[config.mk]
export PLATFORM = sky130hd
export DESIGN_NAME = boot_region_bump_allocator
export DESIGN_NICKNAME = d
export VERILOG_FILES = /design/src/hw/rtl/bra_pkg.sv /design/src/hw/rtl/bra_table.sv /design/src/hw/rtl/bra_region.sv /design/src/hw/rtl/bra_scan.sv /design/src/hw/rtl/boot_region_bump_allocator.sv
export VERILOG_INCLUDE_DIRS = /design/src /design/src/hw/rtl
export SDC_FILE = /design/constraint.sdc
export NUM_CORES = 2
export LEC_CHECK = 0
export ABC_AREA = 1
export ABC_CLOCK_PERIOD_IN_PS = 19300
export BUFFER_PORTS_ARGS = -buffer_cell sky130_fd_sc_hd__buf_2
export CORE_ASPECT_RATIO = 1.1
export CORE_UTILIZATION = 41
export DETAILED_ROUTE_END_ITERATION = 10
export PLACE_DENSITY = 0.58
export SLEW_MARGIN = 20
export SYNTH_ARGS = -nofsm -noshare
export SYNTH_HDL_FRONTEND = slang
export SYNTH_SLANG_ARGS = --single-unit
[constraint.sdc]
create_clock -name clk -period 19.3 [get_ports clk]
set_input_delay 0.965 -clock clk [delete_from_list [all_inputs] [get_ports clk]]
set_output_delay 0.965 -clock clk [all_outputs]
set_load 0.05 [all_outputs]
[src/hw/rtl/boot_region_bump_allocator_assert.svh]
// assertion macros shared by the region allocator modules
// expects clk and rst_n in the scope of each use
`ifndef BOOT_REGION_BUMP_ALLOCATOR_ASSERT_SVH
`define BOOT_REGION_BUMP_ALLOCATOR_ASSERT_SVH

// condition holds at every edge out of reset
`define BRA_ASSERT_HOLDS(label, cond) \
    label: assert property (@(posedge clk) disable iff (!rst_n) (cond)) \
        else $error("region allocator invariant violated");

// consequent holds in the same cycle as the antecedent
`define BRA_ASSERT_IMPLIES(label, ante, cons) \
    label: assert property (@(posedge clk) disable iff (!rst_n) (ante) |-> (cons)) \
        else $error("region allocator implication violated");

// consequent holds in the cycle after the antecedent
`define BRA_ASSERT_NEXT(label, ante, cons) \
    label: assert property (@(posedge clk) disable iff (!rst_n) (ante) |=> (cons)) \
        else $error("region allocator sequence violated");

`endif

[src/hw/rtl/bra_pkg.sv]
// shared types, codes and defaults for the boot region allocator
// no dependencies
`timescale 1ns / 1ps

package bra_pkg;

    // parameter defaults
    localparam int SLOTS_DEFAULT      = 16;
    localparam int PAGE_SHIFT_DEFAULT = 12;

    // request actions
    localparam logic [1:0] ACT_ADD   = 2'd0;
    localparam logic [1:0] ACT_ALLOC = 2'd1;
    localparam logic [1:0] ACT_CLEAR = 2'd2;

    // region kinds
    localparam logic [1:0] KIND_AVAILABLE = 2'd1;

    // result status codes
    localparam logic [2:0] ST_OK     = 3'd0;
    localparam logic [2:0] ST_FULL   = 3'd1;
    localparam logic [2:0] ST_KERNEL = 3'd2;
    localparam logic [2:0] ST_KIND   = 3'd3;
    localparam logic [2:0] ST_ORDER  = 3'd4;
    localparam logic [2:0] ST_SMALL  = 3'd5;
    localparam logic [2:0] ST_NO_FIT = 3'd7;

    // configuration register indexes
    localparam logic CFG_KERNEL_BASE  = 1'b0;
    localparam logic CFG_KERNEL_LIMIT = 1'b1;

    localparam logic [31:0] KERNEL_BASE_RESET  = 32'h0010_0000;
    localparam logic [31:0] KERNEL_LIMIT_RESET = 32'h0020_0000;

    localparam logic [20:0] TOP_PAGE_MAX = 21'h1F_FFFF;

    typedef struct packed {
        logic [1:0]  action;
        logic [31:0] base_address;
        logic [31:0] limit_address;
        logic [1:0]  mem_kind;
        logic [31:0] request_bytes;
        logic [4:0]  align_log2;
    } bra_req_t;

    typedef struct packed {
        logic [2:0]  status;
        logic [31:0] alloc_address;
        logic [20:0] highest_page;
    } bra_rsp_t;

    // one stored region
    typedef struct packed {
        logic [31:0] base;
        logic [31:0] limit;
        logic [1:0]  kind;
    } bra_slot_t;

    // completion report of a worker unit
    typedef struct packed {
        logic       fin;
        logic [2:0] status;
    } bra_fin_t;

endpackage

[src/hw/rtl/bra_table.sv]
// region table storage: one write port, one registered read port
// depends on bra_pkg
`timescale 1ns / 1ps

module bra_table
    import bra_pkg::*;
#(
    parameter int  REGION_SLOTS = SLOTS_DEFAULT,
    localparam int IDX_W        = $clog2(REGION_SLOTS)
)(
    input  logic             clk,
    input  logic             wr_en,
    input  logic [IDX_W-1:0] wr_idx,
    input  bra_slot_t        wr_data,
    input  logic             rd_en,
    input  logic [IDX_W-1:0] rd_idx,
    output bra_slot_t        rd_data
);

    bra_slot_t mem [REGION_SLOTS];
    bra_slot_t rd_data_reg;

    // write port
    always_ff @(posedge clk)
    begin
        if (wr_en)
        begin
            mem[wr_idx] <= wr_data;
        end
    end

    // read port, registered output
    always_ff @(posedge clk)
    begin
        if (rd_en)
        begin
            rd_data_reg <= mem[rd_idx];
        end
    end

    assign rd_data = rd_data_reg;

endmodule

[src/hw/rtl/bra_region.sv]
// add path: page rounding, region checks, kernel clip or split, store
// also owns the fill count and the highest page; depends on bra_pkg
`timescale 1ns / 1ps

module bra_region
    import bra_pkg::*;
#(
    parameter int  REGION_SLOTS = SLOTS_DEFAULT,
    parameter int  PAGE_SHIFT   = PAGE_SHIFT_DEFAULT,
    localparam int IDX_W        = $clog2(REGION_SLOTS),
    localparam int CNT_W        = $clog2(REGION_SLOTS + 1)
)(
    input  logic             clk,
    input  logic             rst_n,
    input  logic             go,
    input  logic             clear,
    input  logic [31:0]      base_address,
    input  logic [31:0]      limit_address,
    input  logic [1:0]       mem_kind,
    input  logic [31:0]      kernel_base,
    input  logic [31:0]      kernel_limit,
    output logic             wr_en,
    output logic [IDX_W-1:0] wr_idx,
    output bra_slot_t        wr_data,
    output logic [CNT_W-1:0] count,
    output logic [20:0]      highest_next,
    output bra_fin_t         fin
);

    localparam logic [32:0]      PAGE_MASK  = (33'd1 << PAGE_SHIFT) - 33'd1;
    localparam logic [32:0]      PAGE_BYTES = 33'd1 << PAGE_SHIFT;
    localparam logic [CNT_W-1:0] SLOTS_CNT  = CNT_W'(REGION_SLOTS);

    localparam logic [1:0] R_IDLE  = 2'd0;
    localparam logic [1:0] R_CHECK = 2'd1;
    localparam logic [1:0] R_STORE = 2'd2;

    function automatic logic [32:0] page_up(input logic [31:0] a);
        return ({1'b0, a} + PAGE_MASK) & ~PAGE_MASK;
    endfunction

    logic [1:0]       state_reg, state_next;
    logic [CNT_W-1:0] count_reg, count_next;
    logic [20:0]      top_reg, top_next;
    logic [32:0]      s_reg, s_next;
    logic [32:0]      e_reg, e_next;
    logic [32:0]      ks_reg, ks_next;
    logic [32:0]      ke_reg, ke_next;
    logic [32:0]      pend_e_reg, pend_e_next;
    logic             pend_reg, pend_next;
    logic             split_reg, split_next;
    logic [1:0]       kind_reg, kind_next;
    logic [2:0]       acc_reg, acc_next;

    logic [32:0] span;
    logic [2:0]  chk;
    logic [2:0]  acc_merged;
    logic [32:0] pfn;
    logic [20:0] pfn_sat;

    // checks on the current region, in priority order
    assign span = e_reg - s_reg;

    always_comb
    begin
        if (count_reg >= SLOTS_CNT)
        begin
            chk = ST_FULL;
        end
        else if (s_reg >= ks_reg && e_reg < ke_reg)
        begin
            chk = ST_KERNEL;
        end
        else if (kind_reg > KIND_AVAILABLE)
        begin
            chk = ST_KIND;
        end
        else if (s_reg > e_reg)
        begin
            chk = ST_ORDER;
        end
        else if (span < PAGE_BYTES)
        begin
            chk = ST_SMALL;
        end
        else
        begin
            chk = ST_OK;
        end
    end

    // first failing half wins
    assign acc_merged = (acc_reg != ST_OK) ? acc_reg : chk;

    // page number of the stored end, saturated
    assign pfn     = e_reg >> PAGE_SHIFT;
    assign pfn_sat = (pfn > {12'd0, TOP_PAGE_MAX}) ? TOP_PAGE_MAX : pfn[20:0];

    // add sequencer
    always_comb
    begin
        state_next  = state_reg;
        count_next  = count_reg;
        top_next    = top_reg;
        s_next      = s_reg;
        e_next      = e_reg;
        ks_next     = ks_reg;
        ke_next     = ke_reg;
        pend_e_next = pend_e_reg;
        pend_next   = pend_reg;
        split_next  = split_reg;
        kind_next   = kind_reg;
        acc_next    = acc_reg;
        fin.fin     = 1'b0;
        fin.status  = acc_reg;

        unique case (state_reg)
            R_IDLE:
            begin
                if (go)
                begin
                    s_next     = page_up(base_address);
                    e_next     = {1'b0, limit_address & ~PAGE_MASK[31:0]};
                    ks_next    = page_up(kernel_base);
                    ke_next    = page_up(kernel_limit);
                    kind_next  = mem_kind;
                    split_next = 1'b1;
                    pend_next  = 1'b0;
                    acc_next   = ST_OK;
                    state_next = R_CHECK;
                end
            end
            R_CHECK:
            begin
                if (chk != ST_OK)
                begin
                    acc_next = acc_merged;
                    if (pend_reg)
                    begin
                        s_next    = ke_reg;
                        e_next    = pend_e_reg;
                        pend_next = 1'b0;
                    end
                    else
                    begin
                        fin.fin    = 1'b1;
                        fin.status = acc_merged;
                        state_next = R_IDLE;
                    end
                end
                else if (split_reg && s_reg < ks_reg && e_reg > ke_reg)
                begin
                    // region surrounds the kernel: lower half now, upper half later
                    pend_next   = 1'b1;
                    pend_e_next = e_reg;
                    e_next      = ks_reg;
                    split_next  = 1'b0;
                end
                else
                begin
                    // clip a partial overlap
                    if (s_reg < ks_reg && e_reg > ks_reg)
                    begin
                        e_next = ks_reg;
                    end
                    else if (s_reg < ke_reg && e_reg > ke_reg)
                    begin
                        s_next = ke_reg;
                    end
                    state_next = R_STORE;
                end
            end
            R_STORE:
            begin
                count_next = count_reg + CNT_W'(1);
                if (pfn_sat > top_reg)
                begin
                    top_next = pfn_sat;
                end
                if (pend_reg)
                begin
                    s_next     = ke_reg;
                    e_next     = pend_e_reg;
                    pend_next  = 1'b0;
                    state_next = R_CHECK;
                end
                else
                begin
                    fin.fin    = 1'b1;
                    fin.status = acc_reg;
                    state_next = R_IDLE;
                end
            end
            default:
            begin
                state_next = R_IDLE;
            end
        endcase

        if (clear)
        begin
            count_next = '0;
            top_next   = '0;
        end
    end

    // control state
    always_ff @(posedge clk or negedge rst_n)
    begin
        if (!rst_n)
        begin
            state_reg <= R_IDLE;
            count_reg <= '0;
            top_reg   <= '0;
            pend_reg  <= 1'b0;
            split_reg <= 1'b0;
            acc_reg   <= ST_OK;
        end
        else
        begin
            state_reg <= state_next;
            count_reg <= count_next;
            top_reg   <= top_next;
            pend_reg  <= pend_next;
            split_reg <= split_next;
            acc_reg   <= acc_next;
        end
    end

    // region payload
    always_ff @(posedge clk)
    begin
        s_reg      <= s_next;
        e_reg      <= e_next;
        ks_reg     <= ks_next;
        ke_reg     <= ke_next;
        pend_e_reg <= pend_e_next;
        kind_reg   <= kind_next;
    end

    // table write at the fill count
    assign wr_en        = (state_reg == R_STORE);
    assign wr_idx       = count_reg[IDX_W-1:0];
    assign wr_data      = '{base: s_reg[31:0], limit: e_reg[31:0], kind: kind_reg};
    assign count        = count_reg;
    assign highest_next = top_next;

`include "boot_region_bump_allocator_assert.svh"

    `BRA_ASSERT_HOLDS(a_count_bound, count_reg <= SLOTS_CNT)
    `BRA_ASSERT_IMPLIES(a_store_room, wr_en, count_reg < SLOTS_CNT)
    `BRA_ASSERT_IMPLIES(a_pend_no_split, pend_reg, !split_reg)

endmodule

[src/hw/rtl/bra_scan.sv]
// alloc path: pipelined first-fit walk over the stored regions
// read, align, fit check, then bump the granted region; depends on bra_pkg
`timescale 1ns / 1ps

module bra_scan
    import bra_pkg::*;
#(
    parameter int  REGION_SLOTS = SLOTS_DEFAULT,
    localparam int IDX_W        = $clog2(REGION_SLOTS),
    localparam int CNT_W        = $clog2(REGION_SLOTS + 1)
)(
    input  logic             clk,
    input  logic             rst_n,
    input  logic             go,
    input  logic [CNT_W-1:0] count,
    input  logic [31:0]      request_bytes,
    input  logic [4:0]       align_log2,
    output logic             rd_en,
    output logic [IDX_W-1:0] rd_idx,
    input  bra_slot_t        rd_data,
    output logic             wr_en,
    output logic [IDX_W-1:0] wr_idx,
    output bra_slot_t        wr_data,
    output bra_fin_t         fin,
    output logic [31:0]      address
);

    logic             run_reg, run_next;
    logic             issue_reg, issue_next;
    logic [CNT_W-1:0] next_reg, next_next;
    logic             v1_reg, v1_next;
    logic             v2_reg, v2_next;
    logic [IDX_W-1:0] idx1_reg;
    logic [IDX_W-1:0] idx2_reg;
    logic [32:0]      aligned_reg;
    logic [31:0]      limit_reg;
    logic [31:0]      mask_reg;
    logic [31:0]      bytes_reg;

    logic        issue_now;
    logic [32:0] aligned1;
    logic        usable1;
    logic [33:0] diff;
    logic        fit;
    logic        drained;

    // read issue
    assign issue_now = issue_reg && (next_reg < count);
    assign rd_en     = issue_now;
    assign rd_idx    = next_reg[IDX_W-1:0];

    // align stage: round the region start up, one extra bit against wrap
    assign aligned1 = ({1'b0, rd_data.base} + {1'b0, mask_reg}) & ~{1'b0, mask_reg};
    assign usable1  = v1_reg && (rd_data.kind == KIND_AVAILABLE);

    // fit stage: room between aligned start and region end
    assign diff = {2'b00, limit_reg} - {1'b0, aligned_reg};
    assign fit  = v2_reg && !diff[33] && (diff != '0) && (diff[32:0] >= {1'b0, bytes_reg});

    assign drained = run_reg && !issue_reg && !v1_reg && !v2_reg;

    assign fin.fin    = fit || drained;
    assign fin.status = fit ? ST_OK : ST_NO_FIT;
    assign address    = aligned_reg[31:0];

    // bump the granted region
    assign wr_en   = fit;
    assign wr_idx  = idx2_reg;
    assign wr_data = '{base: aligned_reg[31:0] + bytes_reg, limit: limit_reg,
                       kind: KIND_AVAILABLE};

    // walk control
    always_comb
    begin
        run_next   = run_reg;
        issue_next = issue_reg;
        next_next  = next_reg;
        v1_next    = issue_now;
        v2_next    = usable1;

        if (go)
        begin
            run_next   = 1'b1;
            issue_next = 1'b1;
            next_next  = '0;
            v1_next    = 1'b0;
            v2_next    = 1'b0;
        end
        else if (fit)
        begin
            // first fit found: stop and flush
            run_next   = 1'b0;
            issue_next = 1'b0;
            v1_next    = 1'b0;
            v2_next    = 1'b0;
        end
        else if (drained)
        begin
            run_next = 1'b0;
        end
        else if (issue_reg)
        begin
            if (issue_now)
            begin
                next_next = next_reg + CNT_W'(1);
            end
            else
            begin
                issue_next = 1'b0;
            end
        end
    end

    always_ff @(posedge clk or negedge rst_n)
    begin
        if (!rst_n)
        begin
            run_reg   <= 1'b0;
            issue_reg <= 1'b0;
            next_reg  <= '0;
            v1_reg    <= 1'b0;
            v2_reg    <= 1'b0;
        end
        else
        begin
            run_reg   <= run_next;
            issue_reg <= issue_next;
            next_reg  <= next_next;
            v1_reg    <= v1_next;
            v2_reg    <= v2_next;
        end
    end

    // request and pipeline payload
    always_ff @(posedge clk)
    begin
        if (go)
        begin
            mask_reg  <= (32'd1 << align_log2) - 32'd1;
            bytes_reg <= request_bytes;
        end
        idx1_reg    <= next_reg[IDX_W-1:0];
        idx2_reg    <= idx1_reg;
        aligned_reg <= aligned1;
        limit_reg   <= rd_data.limit;
    end

endmodule

[src/hw/rtl/boot_region_bump_allocator.sv]
// boot region table with first-fit bump allocator, top level
// done rises the cycle after the work ends: clear and unused actions end in the cycle they are taken,
// add runs longer when a region is split around the kernel,
// alloc ends at the first fitting slot, or after walking every stored region for no fit (table walk)
// one request at a time; a new one is taken in the cycle done is shown
// reset empties the table and loads the kernel window defaults; no stall input
`timescale 1ns / 1ps

module boot_region_bump_allocator
    import bra_pkg::*;
#(
    parameter int REGION_SLOTS = SLOTS_DEFAULT,
    parameter int PAGE_SHIFT   = PAGE_SHIFT_DEFAULT
)(
    input  logic        clk,
    input  logic        rst_n,
    input  logic        start,
    output logic        busy,
    input  bra_req_t    request,
    output logic        done,
    output bra_rsp_t    result,
    input  logic        cfg_write,
    input  logic        cfg_index,
    input  logic [31:0] cfg_data
);

    localparam int IDX_W = $clog2(REGION_SLOTS);
    localparam int CNT_W = $clog2(REGION_SLOTS + 1);

    localparam logic [1:0] T_IDLE  = 2'd0;
    localparam logic [1:0] T_ADD   = 2'd1;
    localparam logic [1:0] T_ALLOC = 2'd2;

    logic [1:0]  state_reg, state_next;
    logic        done_reg, done_next;
    bra_rsp_t    result_reg, result_next;
    logic [31:0] kbase_reg;
    logic [31:0] klimit_reg;

    logic add_go;
    logic alloc_go;
    logic clear_go;

    logic             add_wr_en;
    logic [IDX_W-1:0] add_wr_idx;
    bra_slot_t        add_wr_data;
    logic [CNT_W-1:0] count;
    logic [20:0]      highest_next;
    bra_fin_t         add_fin;

    logic             scan_rd_en;
    logic [IDX_W-1:0] scan_rd_idx;
    bra_slot_t        tbl_rd_data;
    logic             scan_wr_en;
    logic [IDX_W-1:0] scan_wr_idx;
    bra_slot_t        scan_wr_data;
    bra_fin_t         alloc_fin;
    logic [31:0]      alloc_addr;

    logic             tbl_wr_en;
    logic [IDX_W-1:0] tbl_wr_idx;
    bra_slot_t        tbl_wr_data;

    assign busy = (state_reg != T_IDLE);

    // kernel window registers
    always_ff @(posedge clk or negedge rst_n)
    begin
        if (!rst_n)
        begin
            kbase_reg  <= KERNEL_BASE_RESET;
            klimit_reg <= KERNEL_LIMIT_RESET;
        end
        else if (cfg_write)
        begin
            unique case (cfg_index)
                CFG_KERNEL_BASE:  kbase_reg  <= cfg_data;
                CFG_KERNEL_LIMIT: klimit_reg <= cfg_data;
            endcase
        end
    end

    // dispatch and result capture
    always_comb
    begin
        state_next  = state_reg;
        done_next   = 1'b0;
        result_next = result_reg;
        add_go      = 1'b0;
        alloc_go    = 1'b0;
        clear_go    = 1'b0;

        unique case (state_reg)
            T_IDLE:
            begin
                if (start)
                begin
                    unique case (request.action)
                        ACT_ADD:
                        begin
                            add_go     = 1'b1;
                            state_next = T_ADD;
                        end
                        ACT_ALLOC:
                        begin
                            alloc_go   = 1'b1;
                            state_next = T_ALLOC;
                        end
                        ACT_CLEAR:
                        begin
                            clear_go    = 1'b1;
                            done_next   = 1'b1;
                            result_next = '{status: ST_OK, alloc_address: '0,
                                            highest_page: highest_next};
                        end
                        default:
                        begin
                            done_next   = 1'b1;
                            result_next = '{status: ST_OK, alloc_address: '0,
                                            highest_page: highest_next};
                        end
                    endcase
                end
            end
            T_ADD:
            begin
                if (add_fin.fin)
                begin
                    done_next   = 1'b1;
                    result_next = '{status: add_fin.status, alloc_address: '0,
                                    highest_page: highest_next};
                    state_next  = T_IDLE;
                end
            end
            T_ALLOC:
            begin
                if (alloc_fin.fin)
                begin
                    done_next   = 1'b1;
                    result_next = '{status: alloc_fin.status,
                                    alloc_address: (alloc_fin.status == ST_OK) ? alloc_addr : '0,
                                    highest_page: highest_next};
                    state_next  = T_IDLE;
                end
            end
            default:
            begin
                state_next = T_IDLE;
            end
        endcase
    end

    always_ff @(posedge clk or negedge rst_n)
    begin
        if (!rst_n)
        begin
            state_reg <= T_IDLE;
            done_reg  <= 1'b0;
        end
        else
        begin
            state_reg <= state_next;
            done_reg  <= done_next;
        end
    end

    always_ff @(posedge clk)
    begin
        result_reg <= result_next;
    end

    assign done   = done_reg;
    assign result = result_reg;

    // table write port shared by add and alloc
    assign tbl_wr_en   = add_wr_en | scan_wr_en;
    assign tbl_wr_idx  = add_wr_en ? add_wr_idx : scan_wr_idx;
    assign tbl_wr_data = add_wr_en ? add_wr_data : scan_wr_data;

    bra_table #(
        .REGION_SLOTS (REGION_SLOTS)
    ) u_table (
        .clk     (clk),
        .wr_en   (tbl_wr_en),
        .wr_idx  (tbl_wr_idx),
        .wr_data (tbl_wr_data),
        .rd_en   (scan_rd_en),
        .rd_idx  (scan_rd_idx),
        .rd_data (tbl_rd_data)
    );

    bra_region #(
        .REGION_SLOTS (REGION_SLOTS),
        .PAGE_SHIFT   (PAGE_SHIFT)
    ) u_region (
        .clk           (clk),
        .rst_n         (rst_n),
        .go            (add_go),
        .clear         (clear_go),
        .base_address  (request.base_address),
        .limit_address (request.limit_address),
        .mem_kind      (request.mem_kind),
        .kernel_base   (kbase_reg),
        .kernel_limit  (klimit_reg),
        .wr_en         (add_wr_en),
        .wr_idx        (add_wr_idx),
        .wr_data       (add_wr_data),
        .count         (count),
        .highest_next  (highest_next),
        .fin           (add_fin)
    );

    bra_scan #(
        .REGION_SLOTS (REGION_SLOTS)
    ) u_scan (
        .clk           (clk),
        .rst_n         (rst_n),
        .go            (alloc_go),
        .count         (count),
        .request_bytes (request.request_bytes),
        .align_log2    (request.align_log2),
        .rd_en         (scan_rd_en),
        .rd_idx        (scan_rd_idx),
        .rd_data       (tbl_rd_data),
        .wr_en         (scan_wr_en),
        .wr_idx        (scan_wr_idx),
        .wr_data       (scan_wr_data),
        .fin           (alloc_fin),
        .address       (alloc_addr)
    );

`include "boot_region_bump_allocator_assert.svh"

    `BRA_ASSERT_IMPLIES(a_done_idle, done, !busy)
    `BRA_ASSERT_NEXT(a_add_busy, start && !busy && request.action == ACT_ADD, busy)
    `BRA_ASSERT_IMPLIES(a_one_writer, add_wr_en, !scan_wr_en)

endmodule
**Word-level counts from Yosys, hierarchy flattened**

Memories as Yosys holds them, arrays and structs flattened. A register that Yosys moved wholly into a read port is not among the register bits.
Index checks and enable logic that the tools add are counted.
Widths: inputs -> output; s select.

- Multipliers: 0
- Magnitude comparators: 14
- Eq/ne operators: 25
- Add/subtract/negate cells: 10
- Shift-type cells: 1
- Divide/modulo/power cells: 0
- Bitwise gates (word level): 5
- Reduce and logical (&&, ||, !) cells: 47
- Multiplexer cells: 93

Operators with widths:

| kind | count |
|---|---|
| $mux 33 | 11 |
| $mux 56 | 4 |
| $pmux 33 s3 | 2 |
| $pmux 56 s3 | 1 |
| $add 32x12->33 const B | 3 |
| $gt 33x33->1 | 3 |
| $lt 33x33->1 | 3 |
| $mux 21 | 4 |
| $mux 66 | 1 |
| $mux 5 | 7 |
| $mux 1 | 34 |
| $reduce_bool 34->1 | 1 |
| $sub 32x33->34 | 1 |
| $add 32x32->33 | 1 |
| $and 33x33->33 | 1 |
| $ge 33x32->1 | 1 |
| $ge 33x33->1 | 1 |
| $lt 33x13->1 const B | 1 |
| $not 32->33 | 1 |
| $sub 33x33->33 | 1 |
| $add 32x32->32 | 1 |
| $mux 32 | 1 |
| $shl 1x5->32 const A | 1 |
| $sub 32x1->32 const B | 1 |
| 37 further kinds | 109 |

- Register bits after elaboration: 445
- Input port bits: 142
- Word-level logic and storage cells: 226
- Bits in writable memories: 1056
- Memory bits (read-only): 0
- Bits in latches: 0
- Memories kept: 1

Memory list:

| name | words | width | read ports | clocked after Yosys merged registers in | wr ports | line | source |
|---|---|---|---|---|---|---|---|
| u_table.mem | 16 | 66 | 1 | 1 | 1 | bra_table.sv:20 | `bra_slot_t mem [REGION_SLOTS];` |

**Logic depth before layout (Yosys ltp)**

- Depth after elaboration: 13
- Mapped depth: 31
- Mapped depth without buffers: 31

**Hierarchy**

From an unflattened synthesis, not the netlist that was laid out.

- Cell total of the unflattened synthesis: 8666
- Area total of the unflattened synthesis: 79942.9 um2

By module, submodules not included:

| module | cells each | area an instance (um2) | times used | sequential area each (um2) |
|---|---|---|---|---|
| bra_table | 4341 | 47458.0 | 1 | 33692.3 |
| bra_region | 1971 | 14645.3 | 1 | 5119.9 |
| bra_scan | 1737 | 12159.2 | 1 | 3608.5 |
| boot_region_bump_allocator | 617 | 5680.4 | 1 | 3360.7 |

**Least setup slack after synthesis**

No wires, ideal clock.

- Kind: register to register
- Start point: register u_scan.aligned_reg[0]
- End point: memory u_table.mem[11][0] (netlist name) (enable)
- Stages on the path, launching flop included: 25
- Arrival time: 7517 ps
- Path slack: 11211 ps
- Cells stage by stage: dfxtp_1 -> ha_1 -> inv_1 -> fa_1 -> nand3_1 -> nand2_1 -> nand2_1 -> nand3_2 -> nand3_1 -> nand2_1 -> xor2_1 -> inv_1 -> ha_1 -> nand2_1 -> inv_1 -> nand3_1 -> nor3_1 -> inv_1 -> nor4_1 -> nand4_1 -> nand3_2 -> nand2_4 -> nand2_2 -> nand3_1 -> nor3_1

- Cells in the longest elaborated chain, start to end: 8

Ends and longest elaborated chain:

| item | line | source |
|---|---|---|
| start, declared | bra_scan.sv:35 | `logic [32:0] aligned_reg;` |
| start signal, assigned | bra_scan.sv:144 | `aligned_reg <= aligned1;` |
| $sub 32x33->34 (*) | bra_scan.sv:57 | `assign diff = {2'b00, limit_reg} - {1'b0, aligned_reg};` |
| branches (longest 3 deep; another with $ge 33x32->1) | -- |  |
| $logic_and 1x1->1 (*) | bra_scan.sv:58 | `assign fit = v2_reg && !diff[33] && (diff != '0) && (diff[32:0] >= {1'b0, bytes_reg});` |
| $or 1x1->1 (*) | boot_region_bump_allocator.sv:176 | `assign tbl_wr_en = add_wr_en \| scan_wr_en;` |
| $mux 1 (*) | bra_table.sv:26 | `if (wr_en)` |
| $mux 1 (not written as such) (*) | bra_table.sv:28 | `mem[wr_idx] <= wr_data;` |
| end, declared | bra_table.sv:20 |  |

Every way passes the cells marked *.

**Worst setup path after layout**

- Start point: register u_scan.aligned_reg[0]
- End point: memory u_table.mem[11][29] (netlist name) (enable)

Same word-level chain as after synthesis.

==> impl_results.md <==
* CP peak stage delay at around 0.76 ns
* CP required at roughly 20 ns
* Initial DRC count at slightly below 5000
* Drt drc at 0
* Largest register FFs at ~1100
* Synthesized-area fraction occupied by adder cells at around 4.8%
* Clock share of power at approximately 25%
* 1st-pass router iterations at 6
* Wire length per cell at roughly 24 microns
* Synth Area in Simple Gates at around 14%
* Routed Antenna Nets at 0
* XOR/XNOR share of the synthesized area at less than 1%
* CTS Buf Count at roughly 160
* Vias at between 50000 and 60000
* Post-CTS Hold Buffers at 0
* Crit path buffers/inverters at 6
* Max H-tree Level at 4
* IO Pins at 200
* Compound-Gate Fraction of Synth Area at ~12%
* CP Max Fanout at 38
* Root buf cell: clkbuf_16
* Area grow syn2layout at 12.1%
* Slew @ Worst Pin at 1.15 ns
* Total congestion overflow at 0
* Die H at 445 microns
* Main combinational cell family by area after synthesis: simple AND/OR/NAND/NOR gates
* Synthesized cell area at roughly 73000 sq um
* Comb pwr share at 37.3%
* Endpoints failing hold at 0
* Vias per cell at about 5.5
* Detailed-route wire length at 223 mm
* Final period util at 36.0%
* Die area at between 150000 and 200000 sq um
* Die Wd at around 400 microns
* Fraction of layout cells with a size suffix above 1 at between 10% and 20%
* Post-CTS Setup Repair Bufs at 0
* CTS tree: yes
* Sequential Power Share at 38.2%
* Setup violators final at 0
* Fmax at 144 MHz
* Initial antenna violation count at 19
* Vias in the first global route at ~49000
* Setup tns final at 0 ns
* Synth Area per Inst at around 11 sq um
* FF/Latch Area at ~46000 sq um
* Core area at 177000 sq um
* Largest net degree at the start of global routing at between 200 and 250
* Layout Skew at 0.0413 ns
* CTS resizes at 0
* Crit-path leading delay family: simple AND/OR/NAND/NOR gates
* Filler instances at between 15000 and 20000
* Clk Latency, worst-skew pair at around 0.83 ns
* Synth Instances at around 6600
* Worst VDD drop at 0.116 mV
* Worst setup margin at 12.35 ns
* Pleak at approximately 30 nW
* Min-Delay Path Class: in -> async
* Post-synth cell types at 68
* Switching share of power at between 30 and 40%
* Final nets at between 7000 and 8000
* CTS Buffer Depth at 3
* Max_cap viols at 0
* GPL Wtd Cong at between 0.9 and 1
* Yosys top cell by area: edfxtp_1
* Row count at ~160
* Net load switching power at 4.88 mW
* Crit path capture type: flip-flop
* Initial Util at 41.2%
* Post-synthesis mux area share at 1.43%
* Critical path arrival at 7.39 ns
* Detail Placement HPWL at 145 mm
* Sequential area share after synthesis at ~63%
* Unrepaired setup endpoints after global routing: false
* Number of synthesized register bits at 1567
* Final Max Slew Viols at 0
* Fin crit period at about 7 ns
* Top-area cell type share of the netlist area at between 50 and 60%
* First-pass GRT wire length at around 330 mm
* P per Cell Area at approximately 150 nW/um^2
* Crit path kind: reg -> reg
* Pint at approximately 7.4 mW
* Status: finished, final reports clean
* Startpoint Class: flip-flop
* GR Util All Layers at between 20% and 30%
* Synthesized netlist net count at a little over 7000
* Clk sinks at around 1600
* Area of the multi-input gates at 24100 sq um
* Post-place setup slack at roughly 12 ns
* Clock-pin slew on the worst setup and hold paths at ~0.06 ns
* Top post-synthesis cells by area: edfxtp_1 (57%), nand2_1 (5.0%), ha_1 (4.8%), nor2_1 (4.6%), dfrtp_1 (3.7%)
* Yosys warnings at 0
* Worst path slowest cell: buf_4
* Slew HR at between 20% and 30%
* Port bufs at around 190
## placed cells by master, fill, tap and decap left out, types with 24 or more instances in the layout
cell type,Yosys,routed
o211ai_1,45,45
nand3_1,239,239
nor2_1,889,873
nor3_1,79,75
mux2i_1,104,104
dfrtp_1,107,103
or2_2,46,46
a21oi_2,39,39
nand2_1,973,973
nor2_4,8,24
a21oi_1,318,317
ha_1,278,277
o21a_1,42,42
buf_2,15,186
dfxtp_1,73,73
clkbuf_16,0,163
o21ai_1,13,33
clkbuf_1,256,45
nand4_1,62,62
xor2_1,62,62
o21ai_0,485,454
buf_4,1,113
o32ai_1,160,160
clkinv_2,0,31
edfxtp_1,1385,1385
o221ai_1,108,108
o211ai_2,35,35
inv_1,562,556
## routing by layer
layer	GRT usage, %	part of all wire (%)	vias up
li1	-	-	23900
met1	34.3	44	25500
met2	39.9	47	1607
met3	3.11	6.2	309
met4	6.86	2.8	0
met5	0	0	-
## Yosys cell counts, drive strengths merged
cell     count
a221oi       1
o221ai     108
buf         46
xor2        62
nor2       913
a31oi       19
and2         2
a21boi      11
o2111ai      4
nand4       63
xnor2       16
nor4        23
edfxtp    1385
or2         47
nand2      990
conb         1
mux2i      104
o211ai      80
dfxtp       73
clkinv       2
inv        575
a21o         9
ha         278
o32ai      160
o21a        42
and3         2
o31ai        3
o21ai      499
a211oi       3
dfstp        2
fa           3
dfrtp      107
nor3        91
a22oi        4
a22o         1
nor3b        5
nand3b      13
a21oi      357
o21bai      19
nand3      245
a31o         1
clkbuf     256
## power groups by stage
| stage | sequential [mW] | combinational, mW | clock, mW |
|---|---|---|---|
| 4_1_cts | 4.69 | 4.55 | 3.06 |
| 6_report | 4.69 | 4.57 | 3.01 |
| 2_1_floorplan | 4.86 | 2.86 | 0 |
| 5_1_grt | 4.72 | 5.01 | 3.19 |
| 3_3_place_gp | 4.75 | 4.48 | 0 |
| 3_5_place_dp | 4.76 | 4.53 | 0 |
## layout make-up
cell class | instances | area share [%]
diodes | 3 | 0.00917
clock buffers | 220 | 5.39
clock inverters | 75 | 0.764
inverters | 577 | 2.66
multi-input cells | 4179 | 29.4
flip-flops and latches | 1567 | 55.9
well taps | 2378 | 3.63
repair buffers | 302 | 2.25
## stage by stage
step / hold WS (ns) / area [sq um] / util, % / cells / total power [mW]
2_1_floorplan: 0.310 / 73000 / - / 6625 / 7.72
3_3_place_gp: 0.311 / 76800 / 43.4 / 9003 / 9.23
3_5_place_dp: 0.313 / 76900 / 43.4 / 9003 / 9.29
5_1_grt: 0.188 / 81900 / 46.2 / 9298 / 12.9
6_report: 0.166 / 81900 / 46.2 / 9301 / 12.3
4_1_cts: 0.156 / 81900 / 46.2 / 9298 / 12.3
## worst paths after layout
path / startpoint / end / slack (ns) / cells past startpoint
setup / recovery: u_scan.aligned_reg[0] / u_table.mem[11][29] / 12.35 / 26
hold / removal: rst_n / u_region.top_reg[16] / 0.17 / 1
setup reg to reg: u_scan.aligned_reg[0] / u_table.mem[11][29] / 12.35 / 26
hold reg to reg: u_scan.idx1_reg[2] / u_scan.wr_idx[2] / 0.33 / 0
max in group asynchronous: rst_n / u_scan.next_reg[0] / 17.63 / 2
min in group clk: request[16] / u_scan.bytes_reg[11] / 0.32 / 1
## worst reg2reg max path, delay by kind of cell, from the launching register on
family | cells | cell delay, ns
buffers and inverters | 6 | 1.68
AND/OR/NAND/NOR | 16 | 3.27
XOR/XNOR | 1 | 0.21
adder cells (fa/ha/maj) | 3 | 0.96
flip-flops | 1 | 0.40
## cells by family (layout without fill, tap and decap cells)
group                      count (synthesis)  after routing
AOI/OAI and AO/OA                       1321           1321
xor gates and xnor gates                  78             78
adders and majority gates                281            281
buffers and inverters                    879           1174
DFF                                     1567           1567
muxes                                    104            104
other                                      1              4
and+or+nand+nor                         2394           2394
Note: power is estimated with default switching activity, not from simulation.
